--- src/rtl/core/rhi_ram.sv ---
`default_nettype none

module rhi_ram #(
  parameter int WIDTH = 8,
  parameter int DEPTH = 16
) (
  input  wire logic                     clk,
  input  wire logic                     we,
  input  wire logic [$clog2(DEPTH)-1:0] waddr,
  input  wire logic [WIDTH-1:0]         wdata,
  input  wire logic                     re,
  input  wire logic [$clog2(DEPTH)-1:0] raddr,
  output logic      [WIDTH-1:0]         rdata
);

  logic [WIDTH-1:0] mem [DEPTH];

  always_ff @(posedge clk) begin
    if (we) begin
      mem[waddr] <= wdata;
    end
  end

  always_ff @(posedge clk) begin
    if (re) begin
      rdata <= mem[raddr];
    end
  end

endmodule

`default_nettype wire

--- config.mk ---
export PLATFORM = sky130hd
export DESIGN_NAME = rhi_ram
export DESIGN_NICKNAME = d
export VERILOG_FILES = /design/src/rtl/core/rhi_ram.sv
export SDC_FILE = /design/constraint.sdc
export NUM_CORES = 1
export LEC_CHECK = 0
export BUFFER_PORTS_ARGS = -buffer_cell sky130_fd_sc_hd__buf_2
export CAP_MARGIN = 30
export CORE_ASPECT_RATIO = 0.7
export CORE_MARGIN = 4
export CORE_UTILIZATION = 35
export DETAILED_ROUTE_END_ITERATION = 7
export SLEW_MARGIN = 20
export SYNTH_ARGS = -nofsm -noshare
export SYNTH_HDL_FRONTEND = slang
export SYNTH_SLANG_ARGS = --single-unit
--- constraint.sdc ---
create_clock -name clk -period 5.9 [get_ports clk]
set_input_delay 1.18 -clock clk [delete_from_list [all_inputs] [get_ports clk]]
set_output_delay 1.18 -clock clk [all_outputs]
set_load 0.02 [all_outputs]
==> flow_metrics.env <==
export IMPL_dr_pass1_iters=4
export IMPL_cts_resized=0
export IMPL_fin_setup_tns_ns=0
export IMPL_fin_nets=291
export IMPL_status="finished, final reports clean"
export IMPL_synth_top_area_cell="edfxtp_1"
export IMPL_relSlewSlack=0.374
export IMPL_fillers=1260
export IMPL_area_growth_pct=17.7
export IMPL_rows=37
export IMPL_routed_wl_mm=10.6
export IMPL_core_sq_um=14700
export IMPL_cp_cell_sequence="buf_2, buf_16, mux4_1, a22oi_1, nand2_1"
export IMPL_syn_nets=248
export IMPL_cts_setup_buffers=0
export IMPL_portBuffers=26
export IMPL_instances_no_fill=480
export IMPL_critPathRequiredTime_ns=6.06
export IMPL_cellLeakagePower_nw=2.02
export IMPL_hold_buffers=0
export IMPL_min_path_type="flip-flop to flip-flop"
export IMPL_via_per_inst=5.04
export IMPL_grt_pass1_vias=2567
export IMPL_clk_pin_slew_ns=0.06
export IMPL_final_min_clock_period_ns=2.73
export IMPL_fp_dieH_um=110
export IMPL_gr_usage_all_layers=0.135
export IMPL_clock_path_buffers=2
export IMPL_ctsHtreeMaxLevel=4
export IMPL_pin_count=27
export IMPL_synth_edf_count=136
export IMPL_seq_area_frac_synth=0.781
export IMPL_layout_drive_gt1_share=0.295
export IMPL_avgSynthCellArea_sq_um=22.8
export IMPL_yosysUniqueCellTypes=18
export IMPL_syn_area_sq_um=5230
export IMPL_clock_skew_ns=0.00769
export IMPL_slowest_delay_ns=0.58
export IMPL_drv_cap=0
export IMPL_tritoncts="done"
export IMPL_cp_slowest_cell="mux4_1"
export IMPL_yosysTopAreaCellShare=0.781
export IMPL_grt_pass1_wl_mm=16.1
export IMPL_cp_max_fo=20
export IMPL_cts_sinks=136
export IMPL_setup_viol=0
export IMPL_grt_setup_unrepaired="false"
export IMPL_slew_viol_final=0
export IMPL_diodes=0
export IMPL_fin_area_sq_um=6150
export IMPL_totalPowerFinal_mw=2.19
export IMPL_gr_total_overflow=0
export IMPL_synth_area_leaders="edfxtp_1 (78%), mux4_2 (7.8%), mux4_1 (7.0%)"
export IMPL_synth_common_cells="edfxtp_1 (136), mux4_2 (18), a22oi_1 (16)"
export IMPL_end_kind="flip-flop"
export IMPL_gp_congestion=0.684
export IMPL_yosysMostFrequentCell="edfxtp_1"
export IMPL_root_buffer="clkbuf_16"
export IMPL_drc=0
export IMPL_grt_start_max_net_pins=33
export IMPL_hpwl_mm=6.78
export IMPL_wl_per_cell_um=22.1
export IMPL_die_w_um=154
export IMPL_detail_route_antenna_nets=0
export IMPL_dpl_instance_area_sq_um=5570
export IMPL_worst_slew_pin_slew_ns=0.936
export IMPL_ys_ff_latch=136
export IMPL_initial_core_util=0.356
export IMPL_vias=2418
export IMPL_fin_crit_sh=0.463
export IMPL_criticalPathCategory="input port to flip-flop"
export IMPL_hold_viol_final=0
export IMPL_arrival_ns=2.90
export IMPL_initialDrtViolationCount=226
export IMPL_synth_flop_cell="edfxtp_1"
export IMPL_yosys_warnings=0
export IMPL_cts_made_buffers=17
export IMPL_insertion_delay_ns=0.42
export IMPL_place_inst=444
export IMPL_vdd_drop_max_uv=178
export IMPL_synthCells=229
export IMPL_antenna_found_initial=0
export IMPL_p_per_area_nw_per_um2=355
export IMPL_final_core_util=0.419
export IMPL_fmax_mhz=366
export IMPL_async_reset_ff_frac=0
export IMPL_critPathLaunchType="input port"
export IMPL_dieArea_sq_um=17000
## logic make-up after synthesis
| kind of cell | share of synthesized area |
|---|---|
| flops | 0.781 |
| simple gates | 0.0314 |
| mux | 0.148 |
| compound gates | 0.0230 |
| buf+inv | 0.0165 |
## worst paths after layout
path / startpoint / endpoint / slack, ns / cells past startpoint
max: raddr[0] / rdata[2]$_DFFE_PP_ / 3.17 / 5
min: mem[0][6]$_DFFE_PP_ / rdata[6]$_DFFE_PP_ / 0.76 / 3
max reg2reg: mem[9][4]$_DFFE_PP_ / rdata[4]$_DFFE_PP_ / 4.43 / 3
min reg2reg: mem[0][6]$_DFFE_PP_ / rdata[6]$_DFFE_PP_ / 0.76 / 3
## critical path: cells and delay by family
kind | cells | cell delay, ns
simple gates | 1 | 0.08
compound gates | 1 | 0.25
mux | 1 | 0.58
buf+inv | 2 | 0.80
## per-stage QoR
stage               setup slack, ns  hold slack [ns]
CTS                            3.13            0.773
floorplan                      3.23            0.705
finish                         3.17            0.764
global route                   3.02            0.813
global placement               2.60            0.743
detailed placement             2.69            0.753
## placed cells by master (no fill, tap or decap), drive strengths merged
| master | n |
|---|---|
| buf | 34 |
| and2 | 1 |
| or3b | 1 |
| bufinv | 1 |
| and2b | 1 |
| nand2b | 2 |
| edfxtp | 136 |
| nor2b | 1 |
| inv | 4 |
| nor3 | 4 |
| clkbuf | 18 |
| nor2 | 13 |
| nand2 | 9 |
| a22oi | 16 |
| clkinvlp | 5 |
| nand3 | 1 |
| nand3b | 2 |
| mux4 | 32 |
| clkinv | 4 |
## where the power goes
group	internal (mW)	switching, mW	total [mW]
sequential	1.09	0.00665	1.10
clock	0.581	0.407	0.987
combinational	0.0403	0.0619	0.102
total	1.71	0.475	2.19
## layout make-up
class	instances	area [sq um]	share of cell area
Tap cell	195	244	0.0396
Timing Repair Buffer	34	210	0.0342
Clock buffer	18	429	0.0697
Multi-Input combinational cell	83	1060	0.173
Sequential cell	136	4080	0.664
Clock inverter	14	125	0.0203
## state kept, by name, indices dropped and copies added, names as in the netlist
name,cells
rdata,8
mem,128
## layer usage
layer / global-route usage / share of wire / routed length [um]
met5: 0 / 0 / 0
met4: 0.0359 / 0.0080 / 85
met2: 0.190 / 0.43 / 4530
met1: 0.202 / 0.49 / 5230
met3: 0.0456 / 0.074 / 783
No activity file was read; power rests on OpenSTA's default activity.
